$ cat src/sv/qtot_pkg.sv
`timescale 1ns / 1ps
`default_nettype none
package qtot_pkg;

	localparam int COORD_WIDTH_DEF = 16;
	localparam int VTX_WIDTH = 32;
	localparam int NUM_QUAD_VTX = 4;
	localparam int NUM_TRI_VTX = 3;

	// directed quad edges: first half q0q1 q1q2 q2q0, second half q0q2 q2q3 q3q0
	localparam int NUM_QUAD_EDGE = 6;
	localparam int QE_A [NUM_QUAD_EDGE] = '{0, 1, 2, 0, 2, 3};
	localparam int QE_B [NUM_QUAD_EDGE] = '{1, 2, 0, 2, 3, 0};

	// quad edge against triangle vertex, triangle edge against quad vertex
	localparam int NUM_QO = NUM_QUAD_EDGE * NUM_TRI_VTX;
	localparam int NUM_TO = NUM_TRI_VTX * NUM_QUAD_VTX;

	typedef struct packed {
		logic pos;
		logic neg;
	} sgn_t;

	typedef struct packed {
		logic s1;
		logic s2;
		logic s3;
	} stage_en_t;

endpackage
`default_nettype wire

$ cat src/sv/qtot_orient_unit.sv
`timescale 1ns / 1ps
`default_nettype none
module qtot_orient_unit #(
	parameter int COORD_WIDTH = qtot_pkg::COORD_WIDTH_DEF
) (
	input  wire logic                          clk,
	input  wire qtot_pkg::stage_en_t           en,
	input  wire logic signed [COORD_WIDTH-1:0] ax,
	input  wire logic signed [COORD_WIDTH-1:0] ay,
	input  wire logic signed [COORD_WIDTH-1:0] bx,
	input  wire logic signed [COORD_WIDTH-1:0] by,
	input  wire logic signed [COORD_WIDTH-1:0] cx,
	input  wire logic signed [COORD_WIDTH-1:0] cy,
	output qtot_pkg::sgn_t                     sgn
);

	localparam int DW = COORD_WIDTH + 1;
	localparam int PW = 2 * DW;

	logic signed [DW-1:0] ax_e, ay_e, bx_e, by_e, cx_e, cy_e;
	logic signed [DW-1:0] dbx_s1, dby_s1, dcx_s1, dcy_s1;
	logic signed [PW-1:0] lhs_s2, rhs_s2;
	qtot_pkg::sgn_t       sgn_s3;

	assign ax_e = {ax[COORD_WIDTH-1], ax};
	assign ay_e = {ay[COORD_WIDTH-1], ay};
	assign bx_e = {bx[COORD_WIDTH-1], bx};
	assign by_e = {by[COORD_WIDTH-1], by};
	assign cx_e = {cx[COORD_WIDTH-1], cx};
	assign cy_e = {cy[COORD_WIDTH-1], cy};

	always_ff @(posedge clk) begin
		if (en.s1) begin
			dbx_s1 <= bx_e - ax_e;
			dby_s1 <= by_e - ay_e;
			dcx_s1 <= cx_e - ax_e;
			dcy_s1 <= cy_e - ay_e;
		end
		if (en.s2) begin
			lhs_s2 <= PW'(dbx_s1) * PW'(dcy_s1);
			rhs_s2 <= PW'(dby_s1) * PW'(dcx_s1);
		end
		if (en.s3) begin
			sgn_s3.pos <= lhs_s2 > rhs_s2;
			sgn_s3.neg <= lhs_s2 < rhs_s2;
		end
	end

	assign sgn = sgn_s3;

endmodule
`default_nettype wire

$ cat config.mk
export PLATFORM = sky130hd
export DESIGN_NAME = qtot_orient_unit
export DESIGN_NICKNAME = d
export VERILOG_FILES = /design/src/sv/qtot_pkg.sv /design/src/sv/qtot_orient_unit.sv
export SDC_FILE = /design/constraint.sdc
export NUM_CORES = 2
export LEC_CHECK = 0
export ABC_CLOCK_PERIOD_IN_PS = 17910
export BUFFER_PORTS_ARGS = -buffer_cell sky130_fd_sc_hd__buf_2
export CAP_MARGIN = 15
export CELL_PAD_IN_SITES_DETAIL_PLACEMENT = 1
export CELL_PAD_IN_SITES_GLOBAL_PLACEMENT = 1
export CORE_MARGIN = 4
export CORE_UTILIZATION = 45
export DETAILED_ROUTE_END_ITERATION = 10
export GPL_ROUTABILITY_DRIVEN = 0
export PLACE_DENSITY = 0.74
export SLEW_MARGIN = 15
export SYNTH_ARGS = -nofsm -noshare
export SYNTH_HDL_FRONTEND = slang
export SYNTH_SLANG_ARGS = --single-unit
$ cat constraint.sdc
create_clock -name clk -period 17.91 [get_ports clk]
set_clock_uncertainty 0.05 [all_clocks]
set_input_delay 2.6865 -clock clk [delete_from_list [all_inputs] [get_ports clk]]
set_output_delay 2.6865 -clock clk [all_outputs]
set_load 0.02 [all_outputs]
Word level (Yosys, flattened, before mapping) --
Index checks and enable logic that the tools add are counted.
Storage, ports and cells: flip-flop bits (word level) 138, input bits 100, output and inout bits 2, logic and storage cells 16
Operators by class: add/sub/neg operators 4, multiply operators 2, $lt $le $gt $ge 2
Operator list (count):
- multiplier 17 x 17 -> 34 bit | 2
- subtractor 16 x 16 -> 17 bit | 4
- greater-than comparator 34 bit | 1
- < comparator 34 bit | 1

Logic depth before layout (Yosys ltp) --
word-level depth 1, gate-level depth with buffers 25, depth with buffers taken out 23

Least setup slack after synthesis --
Ideal clock, no wire load.
path type reg-to-reg, start point register dcy_s1[8], end point register lhs_s2[33], data pin, setup time 0.258 ns, arrival 5.871 ns, required time 17.602 ns, slack 11.731 ns, cell stages (with the launch flop) 24, buffers on the path 2, clock period less this slack 6.179 ns, cells stage by stage edfxtp_1 > clkbuf_1 > clkbuf_1 > nand2_1 > fa_1 > inv_1 > fa_1 > inv_1 > fa_1 > inv_1 > fa_1 > fa_1 > inv_1 > fa_1 > inv_1 > ha_1 > a21oi_1 > nand2_1 > a221o_2 > a31o_4 > o2111ai_2 > nand3_2 > o22a_1 > xnor2_1
Between the ends: word-level cells in the longest chain between the ends 1
Ends and longest elaborated chain:
- start, declared | line qtot_orient_unit.sv:21 | logic signed [DW-1:0] dbx_s1, dby_s1, dcx_s1, dcy_s1;
- start signal, assigned | line qtot_orient_unit.sv:37 | dcy_s1 <= cy_e - ay_e;
- multiplier 17 x 17 -> 34 bit | line qtot_orient_unit.sv:40 | lhs_s2 <= PW'(dbx_s1) * PW'(dcy_s1);
- end signal, assigned | line qtot_orient_unit.sv:40
- end, declared | line qtot_orient_unit.sv:22 | logic signed [PW-1:0] lhs_s2, rhs_s2;
No other way between the ends. A chain may end at the register's enable or synchronous reset.

Final worst setup path --
start point register dcx_s1[2], end point register rhs_s2[33], data pin
Between the ends: word-level cells in the longest chain between the ends 1
Ends and longest elaborated chain:
- start, declared | line qtot_orient_unit.sv:21
- start signal, assigned | line qtot_orient_unit.sv:36 | dcx_s1 <= cx_e - ax_e;
- multiplier 17 x 17 -> 34 bit | line qtot_orient_unit.sv:41 | rhs_s2 <= PW'(dby_s1) * PW'(dcx_s1);
- end signal, assigned | line qtot_orient_unit.sv:41
- end, declared | line qtot_orient_unit.sv:22
No other way between the ends.

==> flow_summary_export.csv <==
group,metric,value,unit
grt,antenna_found_initial,1,
setup_path,end_kind,"flop",
clock_tree,postCtsSetupRepairBufs,0,
grt,grt_usage,23.95,%
floorplanning,chipHeight,263.5,um
detailed_routing,drtIter0Drc,870,
layout,final_cells,3929,
setup_path,r2r_end,"rhs_s2[33]$_DFFE_PP_",
clock_tree,clkSinkCount,138,
timing,fin_crit_sh,39.37,%
clock_tree,clockBufferDepth,2,
timing,slew_headroom,14.53,%
detailed_routing,wirelength,80.12,mm
job,cap_violations,0,
yosys,synthArstFlopShare,0,%
floorplanning,core_area,64580,um^2
setup_path,slowest_delay,0.98,ns
layout,synthToLayoutAreaGrowth,6.692,%
layout,layout-drive-gt1-share,5.207,%
placement,portBuffers,101,
yosys,synth_cells,3010,
grt,gr-total-overflow,0,
setup_path,reg2reg_from,"dcx_s1[2]$_DFFE_PP_",
floorplanning,die_width,263.5,um
floorplanning,io-pin-count,102,
yosys,synth_top_area_share,40.62,%
setup_path,critPathMostFrequentCell,"fa_1",
hold_path,worstHoldEndpoint,"sgn[0]$_DFFE_PP_",
yosys,synth.distinct_cells,64,
layout,nFillCells,7396,
grt,grt_pass1_wl,130.7,mm
hold_path,min-delay-start,"lhs_s2[33]$_DFFE_PP_",
detailed_routing,drc,0,
setup_path,cp_max_fo,17,
setup_path,r2r_setup_slack,10.86,ns
setup_path,critPathKind,"reg -> reg",
clock_tree,clk_pin_slew,0.07,ns
timing,tns,0,ns
clock_tree,cts_buffers,17,
yosys,synth.area.top_cells,"fa_1, edfxtp_1, ha_1",
yosys,syn-num-nets,3974,
timing,setup_viol,0,
setup_path,cp_cell_sequence,"nand2_1 -> inv_1 -> fa_1 -> fa_1 -> fa_1 -> fa_1 -> fa_1 -> inv_1 -> fa_1 -> inv_1 -> ha_1 -> a21o_1 -> nor2_1 -> o211ai_1 -> a31oi_1 -> o211a_1 -> o31ai_1 -> a21oi_1 -> xnor2_1",
setup_path,critPathSlowestCell,"fa_1",
yosys,synth_area,29370,um^2
detailed_routing,drt-pass1-iter-count,5,
timing,min_period,7.050,ns
outcome,status,"finished clean",
yosys,synth_edf_count,138,
floorplanning,rows,93,
hold_path,min_path_type,"reg -> reg",
timing,tightest_slew,1.269,ns
floorplanning,die_area,69420,um^2
setup_path,cp_data_arrival_time,7.22,ns
clock_tree,cts_tree,"yes",
setup_path,cp-start-kind,"flop",
yosys,yosys_warnings,0,
clock_tree,cts.hold.buffers_added,0,
yosys,syn_avg_cell_area,9.758,um^2
detailed_routing,ant_nets,0,
timing,hold_viol_final,0,
setup_path,reg2reg_depth,19,
hold_path,whs_path_depth,2,
clock_tree,clock_latency,0.48,ns
setup_path,cp.required,18.08,ns
placement,dp_cells,3896,
timing,clock.fmax,0.1418,GHz
detailed_routing,vias_per_cell,5.330,
yosys,synth_top_cell_by_area,"fa_1",
detailed_routing,vias,20943,
yosys,synth.yosys.seq_area_share,14.11,%
timing,slew_viol_final,0,
detailed_routing,routedWlPerCell,20.39,um
yosys,ys_ff_latch,138,
timing,grt_setup_unrepaired,"false",
clock_tree,cts_root_buf,"clkbuf_16",
yosys,synth_ff_type,"edfxtp_1",
clock_tree,cts_resized,0,
clock_tree,h-tree-depth,4,
grt,grt_max_degree,69,
grt,grt_pass1_vias,24770,
layout,fin_nets,4024,
placement,dp_hpwl,68.07,mm
floorplanning,initial_utilization,45.48,%
cell usage in the layout (no fill, tap or decap), types with 5 or more instances in the layout:
| master | instances |
|---|---|
| o21ai_0 | 43 |
| nor2b_1 | 17 |
| xor2_1 | 19 |
| inv_8 | 5 |
| a21oi_1 | 78 |
| or3_1 | 15 |
| buf_2 | 101 |
| nand4_1 | 11 |
| a21o_1 | 27 |
| a211o_1 | 6 |
| nand2_1 | 320 |
| buf_4 | 7 |
| ha_1 | 268 |
| nand3_1 | 31 |
| nor2_1 | 99 |
| edfxtp_1 | 138 |
| and3_1 | 17 |
| fa_1 | 596 |
| xnor2_1 | 95 |
| o21bai_1 | 7 |
| a31oi_1 | 9 |
| nand2b_1 | 17 |
| a2111oi_0 | 6 |
| and2_1 | 291 |
| inv_1 | 688 |
| clkbuf_16 | 17 |
| o21a_1 | 24 |
| inv_6 | 5 |
| nor3_1 | 27 |
| a211oi_1 | 14 |
| o211ai_1 | 9 |
metrics by stage:
step                      hold WS (ns)  setup slack, ns  instance area, um^2  util [%]
after floorplan                 0.5603            11.73                29370         -
after global placement          0.7778            11.13                30710     47.55
after detailed placement        0.7801            10.92                30710     47.55
after CTS                       0.7945            10.89                31340     48.52
after global routing            0.8317            10.44                31340     48.52
final                           0.8092            10.86                31340     48.52
registers in the layout, summed over array words and instances, names as in the netlist:
name    cells
dbx_s1     17
dby_s1     17
dcx_s1     17
dcy_s1     17
lhs_s2     34
rhs_s2     34
sgn         2
how the worst max path moves through the flow:
stage | slack (ns) | endpoint | from | cells past startpoint
finish | 10.86 | rhs_s2[33]$_DFFE_PP_ | dcx_s1[2]$_DFFE_PP_ | 19
detailed placement | 10.92 | rhs_s2[33]$_DFFE_PP_ | dcx_s1[2]$_DFFE_PP_ | 19
global placement | 11.13 | rhs_s2[33]$_DFFE_PP_ | dcx_s1[2]$_DFFE_PP_ | 19
global route | 10.44 | rhs_s2[33]$_DFFE_PP_ | dcx_s1[2]$_DFFE_PP_ | 19
floorplan | 11.73 | lhs_s2[33]$_DFFE_PP_ | dcy_s1[8]$_DFFE_PP_ | 23
CTS | 10.89 | rhs_s2[33]$_DFFE_PP_ | dcx_s1[2]$_DFFE_PP_ | 19
layout make-up:
cell class	count	area [um^2]	area share, %
inverter	688	2582	8.241
multi-input combinational	2107	22360	71.34
clock inverter	15	200.2	0.6388
clock buffer	17	425.4	1.358
tap	855	1070	3.414
timing repair buffer	108	558.0	1.781
sequential	138	4144	13.22
antenna	1	2.502	0.007985
kinds of logic (layout without fill, tap and decap cells):
kind of cell,count (synthesis),in the layout,synth area share (%)
AOI/OAI and AO/OA,269,269,6.117
xor gates and xnor gates,114,114,3.399
DFF,138,138,14.11
buffers and inverters,765,828,9.781
other,0,1,0
muxes,1,1,0.03408
adders and majority gates,864,864,52.04
and+or+nand+nor,859,859,14.52
cell usage after synthesis, types with 2 or more instances:
| cell type | count |
|---|---|
| o22ai_1 | 3 |
| a211o_1 | 6 |
| o31ai_1 | 2 |
| o211ai_1 | 9 |
| a21o_1 | 27 |
| edfxtp_1 | 138 |
| nand2b_1 | 17 |
| nand3_1 | 31 |
| nor3_1 | 27 |
| inv_1 | 688 |
| nor3b_1 | 4 |
| nor2_1 | 99 |
| or3_1 | 15 |
| clkbuf_1 | 72 |
| a211oi_1 | 14 |
| o31a_1 | 3 |
| a2111oi_0 | 6 |
| or2_2 | 4 |
| o21a_1 | 24 |
| fa_1 | 596 |
| xnor2_1 | 95 |
| o21bai_1 | 7 |
| nand2_1 | 320 |
| and2_1 | 291 |
| and3_1 | 17 |
| xor2_1 | 19 |
| a21boi_1 | 2 |
| o21ai_0 | 43 |
| a311oi_1 | 3 |
| nand4_1 | 11 |
| buf_1 | 4 |
| a21oi_1 | 78 |
| nor4_1 | 2 |
| or4_1 | 2 |
| nor2b_1 | 17 |
| ha_1 | 268 |
| a41o_1 | 2 |
| a31oi_1 | 9 |
| o21ai_1 | 3 |
| a31o_2 | 3 |
| a21boi_0 | 4 |
| a21oi_2 | 3 |
per-layer routing:
layer | up-vias | part of all wire (%) | global-route usage [%]
li1 | 9321 | - | -
met1 | 11019 | 41 | 30.24
met2 | 473 | 51 | 42.34
met3 | 130 | 4.6 | 3.607
met4 | 0 | 3.5 | 7.794
met5 | - | 0 | 0
worst max-delay path: cells and delay by family (launching register included):
kind / cells / cell delay [ns]
compound gates: 6 / 1.22
xor+xnor: 1 / 0.08
fa+ha+maj: 7 / 3.92
buf+inv: 3 / 0.28
flops: 1 / 0.79
simple gates: 2 / 0.44
Power is not shown: default switching activity piles up to over one toggle a cycle in this logic, so the estimate is an artifact.
