`config.mk`:
```
export PLATFORM = sky130hd
export DESIGN_NAME = qtot_overlap_eval
export DESIGN_NICKNAME = d
export VERILOG_FILES = /design/src/sv/qtot_pkg.sv /design/src/sv/qtot_overlap_eval.sv
export SDC_FILE = /design/constraint.sdc
export NUM_CORES = 1
export LEC_CHECK = 0
export ABC_AREA = 1
export BUFFER_PORTS_ARGS = -buffer_cell sky130_fd_sc_hd__buf_2
export CAP_MARGIN = 15
export CORE_MARGIN = 3
export CORE_UTILIZATION = 37
export CTS_BUF_LIST = sky130_fd_sc_hd__clkbuf_8
export CTS_CLUSTER_SIZE = 28
export DETAILED_ROUTE_END_ITERATION = 7
export GPL_TIMING_DRIVEN = 0
export PLACE_DENSITY = 0.83
export SKIP_CTS_REPAIR_TIMING = 1
export SLEW_MARGIN = 20
export SYNTH_ARGS = -nofsm -noshare
export SYNTH_HDL_FRONTEND = slang
export SYNTH_SLANG_ARGS = --single-unit
```
`constraint.sdc`:
```
create_clock -name clk -period 1.03 [get_ports clk]
set_clock_uncertainty 0.05 [all_clocks]
set_input_delay 0.0515 -clock clk [delete_from_list [all_inputs] [get_ports clk]]
set_output_delay 0.0515 -clock clk [all_outputs]
set_load 0.005 [all_outputs]
```
`src/sv/qtot_pkg.sv`:
```
`timescale 1ns / 1ps
`default_nettype none
package qtot_pkg;

	localparam int COORD_WIDTH_DEF = 16;
	localparam int VTX_WIDTH = 32;
	localparam int NUM_QUAD_VTX = 4;
	localparam int NUM_TRI_VTX = 3;

	// directed quad edges: first half q0q1 q1q2 q2q0, second half q0q2 q2q3 q3q0
	localparam int NUM_QUAD_EDGE = 6;
	localparam int QE_A [NUM_QUAD_EDGE] = '{0, 1, 2, 0, 2, 3};
	localparam int QE_B [NUM_QUAD_EDGE] = '{1, 2, 0, 2, 3, 0};

	// quad edge against triangle vertex, triangle edge against quad vertex
	localparam int NUM_QO = NUM_QUAD_EDGE * NUM_TRI_VTX;
	localparam int NUM_TO = NUM_TRI_VTX * NUM_QUAD_VTX;

	typedef struct packed {
		logic pos;
		logic neg;
	} sgn_t;

	typedef struct packed {
		logic s1;
		logic s2;
		logic s3;
	} stage_en_t;

endpackage
`default_nettype wire

```
`src/sv/qtot_overlap_eval.sv`:
```
`timescale 1ns / 1ps
`default_nettype none
module qtot_overlap_eval (
	input  wire logic           clk,
	input  wire logic           en,
	input  wire qtot_pkg::sgn_t qo [qtot_pkg::NUM_QO],
	input  wire qtot_pkg::sgn_t to [qtot_pkg::NUM_TO],
	output logic                overlap
);

	logic hit;
	logic in_pos, in_neg;
	logic overlap_s4;

	// the two sign factors of a segment test have a product at most zero
	function automatic logic not_same_side(qtot_pkg::sgn_t x, qtot_pkg::sgn_t y);
		return !((x.pos && y.pos) || (x.neg && y.neg));
	endfunction

	always_comb begin
		hit = 1'b0;

		// q0 in the triangle, shared by both halves
		in_pos = to[0].pos | to[4].pos | to[8].pos;
		in_neg = to[0].neg | to[4].neg | to[8].neg;
		if (!(in_pos && in_neg)) begin
			hit = 1'b1;
		end

		for (int h = 0; h < 2; h++) begin
			// t0 in this half of the quad
			in_pos = qo[(h*3)*3].pos | qo[(h*3+1)*3].pos | qo[(h*3+2)*3].pos;
			in_neg = qo[(h*3)*3].neg | qo[(h*3+1)*3].neg | qo[(h*3+2)*3].neg;
			if (!(in_pos && in_neg)) begin
				hit = 1'b1;
			end
			for (int i = 0; i < 3; i++) begin
				for (int j = 0; j < 3; j++) begin
					if (not_same_side(qo[(h*3+i)*3+j],
							qo[(h*3+i)*3+((j == 2) ? 0 : j + 1)]) &&
						not_same_side(to[j*4+qtot_pkg::QE_A[h*3+i]],
							to[j*4+qtot_pkg::QE_B[h*3+i]])) begin
						hit = 1'b1;
					end
				end
			end
		end
	end

	always_ff @(posedge clk) begin
		if (en) begin
			overlap_s4 <= hit;
		end
	end

	assign overlap = overlap_s4;

endmodule
`default_nettype wire

```
# --- Word-level counts from Yosys, hierarchy flattened ---
# Index checks and enable logic that the tools add are counted.
# W data, S select, Z words.
totals:
  register_bits: 1
  latch_bits: 0
  ram_bits: 0
  rom_bits: 0
  in_bits: 62
  output_inout_bits: 1
  word_cells: 170
  mem_count: 0
op_classes:
  n_addsub: 0
  multipliers: 0
  div: 0
  magnitude_cmp: 0
  n_eq_ne: 0
  n_shift: 0
  muxes: 1
  bitwise_logic: 14
  n_reduce_logical: 154
ops:
  columns: ["operator", "count"]
  rows:
  - ["$logic_and A1 B1 Y1", 87]
  - ["$logic_not A1 Y1", 33]
  - ["$logic_or A1 B1 Y1", 33]
  - ["$reduce_or A20 Y1", 1]
  - ["$or A1 B1 Y1", 12]
  - ["$not A1 Y1", 2]
  - ["$mux W1", 1]

# --- Logic depth before layout (Yosys ltp) ---
# Gate-level depths: netlist of run 1.
logic_depth:
  depth_word: 5
  mapped_depth: 7
  depth_no_buf: 7

# --- Worst setup path after synthesis of run 1 ---
# OpenSTA, ideal clock, no wires.
synth_path:
  path_type: "input-to-reg"
  start: "input to[18] (netlist name)"
  end: "register overlap_s4 (netlist: overlap), data pin"
  t_arrival_ps: 468
  required_ps: 720
  path_slack_ps: 253
  path_stages: 7
  path_buffers: 0
  cell_sequence: "nand2_1 -> nand2_1 -> nor2_1 -> nor2_1 -> nand2_1 -> nor2_1 -> nand3_1"
synth_via:
  elab_chain_cells: 5
  elab_cells_between_ends: 14
  cone_classes: "reduce/logical (14)"
synth_rtl:
  columns: ["item", "line_no", "rtl"]
  rows:
  - ["from (decl)", "qtot_overlap_eval.sv:7", "input wire qtot_pkg::sgn_t to [qtot_pkg::NUM_TO],"]
  - ["$logic_and A1 B1 Y1", "qtot_overlap_eval.sv:17", "return !((x.pos && y.pos) || (x.neg && y.neg));"]
  - ["$logic_or A1 B1 Y1", "qtot_overlap_eval.sv:17", null]
  - ["$logic_not A1 Y1", "qtot_overlap_eval.sv:17", null]
  - ["$logic_and A1 B1 Y1", "qtot_overlap_eval.sv:40", "qo[(h*3+i)*3+((j == 2) ? 0 : j + 1)]) &&"]
  - ["$reduce_or A20 Y1 (no source line) (*)", null, null]
  - ["to (signal assigned)", "qtot_overlap_eval.sv:52", "overlap_s4 <= hit;"]
  - ["to (decl)", "qtot_overlap_eval.sv:13", "logic overlap_s4;"]
# Mark *: on every way between the ends. The rest lies on a longest branch, timed or not.
# A chain may end at the register's enable or synchronous reset.

# --- Worst setup path in the final report of run 1 ---
layout_path:
  start: "input qo[6] (netlist name)"
  end: "register overlap_s4 (netlist: overlap), data pin"
layout_via:
  elab_chain_cells: 5
  elab_cells_between_ends: 9
  cone_classes: "reduce/logical (9)"
layout_rtl:
  columns: ["item", "line_no", "rtl"]
  rows:
  - ["from (decl)", "qtot_overlap_eval.sv:6", "input wire qtot_pkg::sgn_t qo [qtot_pkg::NUM_QO],"]
  - ["$logic_and A1 B1 Y1", "qtot_overlap_eval.sv:17", null]
  - ["$logic_or A1 B1 Y1", "qtot_overlap_eval.sv:17", null]
  - ["$logic_not A1 Y1", "qtot_overlap_eval.sv:17", null]
  - ["$logic_and A1 B1 Y1", "qtot_overlap_eval.sv:40", null]
  - ["$reduce_or A20 Y1 (no source line) (*)", null, null]
# Marks and branches as above.

==> results.json, run 1 <==
{
  "outcome": "completed",
  "ant_nets": 0,
  "crit_required_ns": 0.71,
  "slew_violations": 0,
  "clock.fmax_ghz": 1.00,
  "routedWlPerCell_um": 10.5,
  "die_y_um": 47.3,
  "swShare": 0.407,
  "crit_path_start_kind": "primary input",
  "p_switching_mw": 0.206,
  "p_leak_nw": 0.767,
  "min_path_type": "primary input to register",
  "finalHoldViolations": 0,
  "grt_max_degree": 5,
  "ys_types": 8,
  "largest_register_ffs": 1,
  "grt_pass1_vias": 782,
  "antenna_cells": 0,
  "initial_core_util": 0.404,
  "ios": 63,
  "startpoint": "qo[6]",
  "fin_crit_sh": 0.967,
  "synth.cell_area_um2": 631,
  "area.sequential_um2": 30.0,
  "drt_wl_total_um": 2480,
  "layout_commonest_cell": "nand2_1",
  "layout-drive-gt1-share": 0.355,
  "total_power_mw": 0.507,
  "crit_path_top_delay_cell": "buf_2",
  "num_vias": 1126,
  "placed_cell_area_um2": 961,
  "worstPathCellList": "buf_2 > nand2_1 > nand2_1 > nor2_1 > nor2_1 > nand2_1 > nor2_1 > nand3_1",
  "highest_layer": "met4",
  "path_delay_family": "simple AND/OR/NAND/NOR gates",
  "crit_buf_inv": 1,
  "period_minus_slack_ns": 0.996,
  "nFillCells": 139,
  "arrival_ns": 0.68,
  "antenna_found_initial": 0,
  "multi_input_area_um2": 601,
  "route.met3.wl_um": 203,
  "p_int_mw": 0.300,
  "syn_inst": 158,
  "crit_path_end_kind": "register",
  "worst_pin_slew_ns": 0.174,
  "mostFrequentLayoutCells": "nand2_1, buf_6, buf_2",
  "hp-start": "en",
  "p_per_area_nw_per_um2": 421,
  "relSlewSlack": 0.884,
  "crit_fanout": 2,
  "drtPass1Iterations": 5,
  "nets": 284,
  "core_um2": 1560,
  "die_w_um": 47.3,
  "drc": 0,
  "syn2layout_area_growth_pct": 90.9,
  "routabilityCongestion": 0.819,
  "port_buffers": 62,
  "dieArea_um2": 2240,
  "synth_seq_area_share": 0.0476,
  "syn_nets": 220,
  "peakVddDrop_uv": 258,
  "drv_cap": 0,
  "clkTransAtPathRegs_ns": 0,
  "pwr-share-comb": 0.905,
  "dp_hpwl_um": 1920,
  "avgViaCountPerCell": 4.77,
  "setup_violations": 0,
  "cpPeakStageDelay_ns": 0.10,
  "wl_met2_um": 1310,
  "final_area_um2": 1200,
  "avgSynthCellArea_um2": 3.99,
  "clockPowerShare": 0,
  "row_count": 14,
  "seq_power_share": 0.095,
  "yosysWarnings": 0,
  "path_class": "primary input to register",
  "ys_ff_latch": 1,
  "overflow": 0,
  "grt_usage": 0.174,
  "met1_length_um": 929,
  "grt_pass1_wl_um": 2920,
  "first_iter_violations": 31
}
## metrics by stage
stage | setup WS [ns] | instances | hold slack, ns | util | TNS [ns]
5_1_grt | -0.0165 | 236 | 0.211 | 0.772 | -0.0165
3_3_place_gp | 0.0405 | 236 | 0.203 | 0.616 | 0
4_1_cts | 0.00912 | 236 | 0.211 | 0.616 | 0
3_5_place_dp | 0.00744 | 236 | 0.211 | 0.616 | 0
6_report | 0.0344 | 236 | 0.210 | 0.772 | 0
2_1_floorplan | 0.253 | 158 | 0.114 | - | 0
## kinds of logic (layout without fill, tap and decap cells)
| logic type | count (synthesis) | count (layout) | share of synthesized area |
|---|---|---|---|
| flip-flops | 1 | 1 | 0.0476 |
| AO/OA/AOI/OAI | 1 | 1 | 0.00793 |
| buffers and inverters | 10 | 72 | 0.0595 |
| AND/OR/NAND/NOR | 146 | 146 | 0.885 |
## path summary, 6_finish.rpt
path | end | cells past startpoint
max | overlap | 8
min | overlap | 1
## final cells by class
class	count	area share
inverters	10	0.0312
multi-input cells	147	0.499
flip-flops and latches	1	0.0249
well taps	16	0.0166
repair buffers	62	0.428
## layer usage
metal	up-vias	global-route usage
met3	4	0.00383
met4	0	0
met5	-	0
met2	59	0.332
met1	467	0.228
li1	596	-
## Yosys cell counts (all sizes together)
library cell | count | area, µm²
nand2 | 113 | 424
inv | 10 | 37.5
nand4 | 1 | 6.26
nor2 | 30 | 113
a21oi | 1 | 5.00
edfxtp | 1 | 30.0
nand3 | 2 | 15.0
## power by group through the flow
stage	combinational, mW	clock, mW	sequential (mW)
2_1_floorplan	0.168	0	0.0484
3_3_place_gp	0.347	0	0.0479
3_5_place_dp	0.352	0	0.0481
4_1_cts	0.353	0	0.0481
5_1_grt	0.508	0	0.0483
6_report	0.459	0	0.0480
Power figures use the tool's default switching activity.
==> run 2, diff against run 1 <==
Settings changed: CORE_UTILIZATION 37 to 33, HOLD_SLACK_MARGIN from default to 0.1, PLACE_DENSITY 0.83 to 0.78.
Clock period 1.03 ns to 0.9 ns, I/O delays scaled along.
==> run 2 against run 1 <==
  * The flow now finishes with violations (negative setup slack)
  * Critical path depth unchanged
  * Power increased by 25%
  * Routed wire length increased by 8.0%
  * Utilization is 1.7 points lower
  * Highest routed layer unchanged
==> results.json, run 2 (synthesis gave the netlist of run 1 again) <==
{
  "crit_path_start_kind": "primary input",
  "die_w_um": 49.7,
  "arrival_ns": 0.66,
  "largest_register_ffs": 1,
  "drtPass1Iterations": 4,
  "syn2layout_area_growth_pct": 111,
  "initial_core_util": 0.357,
  "relSlewSlack": 0.928,
  "antenna_cells": 0,
  "port_buffers": 62,
  "nFillCells": 157,
  "grt_max_degree": 5,
  "ios": 63,
  "avgViaCountPerCell": 4.55,
  "worst_pin_slew_ns": 0.107,
  "mostFrequentLayoutCells": "nand2_1, buf_6, nor2_1",
  "setup_slack_ns": -0.0848,
  "timing.critical_path.mode_cell": "nand2_1",
  "holdWs_ns": 0.202,
  "layout-drive-gt1-share": 0.395,
  "routabilityCongestion": 0.823,
  "core_um2": 1760,
  "die_y_um": 49.7,
  "peakVddDrop_uv": 254,
  "p_per_area_nw_per_um2": 476,
  "setup_violations": 1,
  "path_class": "primary input to register",
  "crit_required_ns": 0.58,
  "grt_pass1_vias": 860,
  "first_iter_violations": 25,
  "antenna_found_initial": 0,
  "slew_violations": 0,
  "min_path_type": "primary input to register",
  "outcome": "finished, violations left",
  "crit_path_end_kind": "register",
  "crit_fanout": 2,
  "nets": 284,
  "dieArea_um2": 2470,
  "ant_nets": 0,
  "grt_setup_unrepaired": "yes",
  "tns_ns": -0.0848,
  "grt_pass1_wl_um": 3320,
  "period_minus_slack_ns": 0.985,
  "row_count": 15,
  "layout_commonest_cell": "nand2_1",
  "drv_cap": 0,
  "clkTransAtPathRegs_ns": 0,
  "overflow": 0,
  "routedWlPerCell_um": 10.9,
  "dp_hpwl_um": 1920,
  "cpPeakStageDelay_ns": 0.11,
  "fin_crit_sh": 1.09,
  "area.sequential_um2": 30.0,
  "finalHoldViolations": 0,
  "clock.fmax_ghz": 1.02,
  "num_vias": 1115,
  "crit_path_top_delay_cell": "nor2_2",
  "drc": 0,
  "grt_usage": 0.161,
  "worstPathCellList": "buf_2 > nand2_1 > nand2_1 > nor2_1 > nor2_1 > nand2_1 > nor2_2 > nand3_1",
  "drt_wl_total_um": 2670,
  "p_leak_nw": 0.802,
  "failed_checks": "negative setup slack",
  "multi_input_area_um2": 623
}
## run 2: cell counts in the layout (fill, tap and decap cells not counted)
No cell type changed its count.
## run 2: final cells by class
| type | instances | share of cell area |
|---|---|---|
| inverters | 10 | 0.0282 |
| multi-input cells | 147 | 0.468 |
| repair buffers | 62 | 0.458 |
| flip-flops and latches | 1 | 0.0225 |
| well taps | 25 | 0.0235 |
## run 2: worst paths after layout
check | startpoint | end | slack [ns] | cells past startpoint
worst min-delay path | en | overlap | 0.20 | 1
worst max-delay path | qo[32] | overlap | -0.08 | 8
## run 2: metal layers
metal  share of wire  GRT usage  wire [µm]  vias up
li1                -          -          -      596
met1            0.38      0.223       1010      470
met3           0.079     0.0151        210        4
met2            0.53      0.282       1410       45
met5               0          0          0        -
met4           0.016          0         42        0
## run 2: per-stage QoR
| stage | utilization | setup WS [ns] | area, µm² | cells | total power, mW |
|---|---|---|---|---|---|
| after global routing | 0.755 | -0.194 | 1330 | 245 | 0.702 |
| after detailed placement | 0.551 | -0.107 | 972 | 245 | 0.455 |
| final | 0.755 | -0.0848 | 1330 | 245 | 0.634 |
| after floorplan | - | 0.129 | 631 | 158 | 0.248 |
| after global placement | 0.551 | -0.0877 | 972 | 245 | 0.453 |
| after CTS | 0.551 | -0.0947 | 972 | 245 | 0.457 |
## run 2: worst max-delay path, delay by kind of cell
kind          cells  cell delay (ns)
buf+inv           1             0.10
simple gates      7             0.52
## run 2: report_power, final
part / switching (mW) / internal, mW / leakage [nW]
clock network: 0 / 0 / 0
logic: 0.246 / 0.334 / 0.792
registers: 0.000572 / 0.0544 / 0.0101
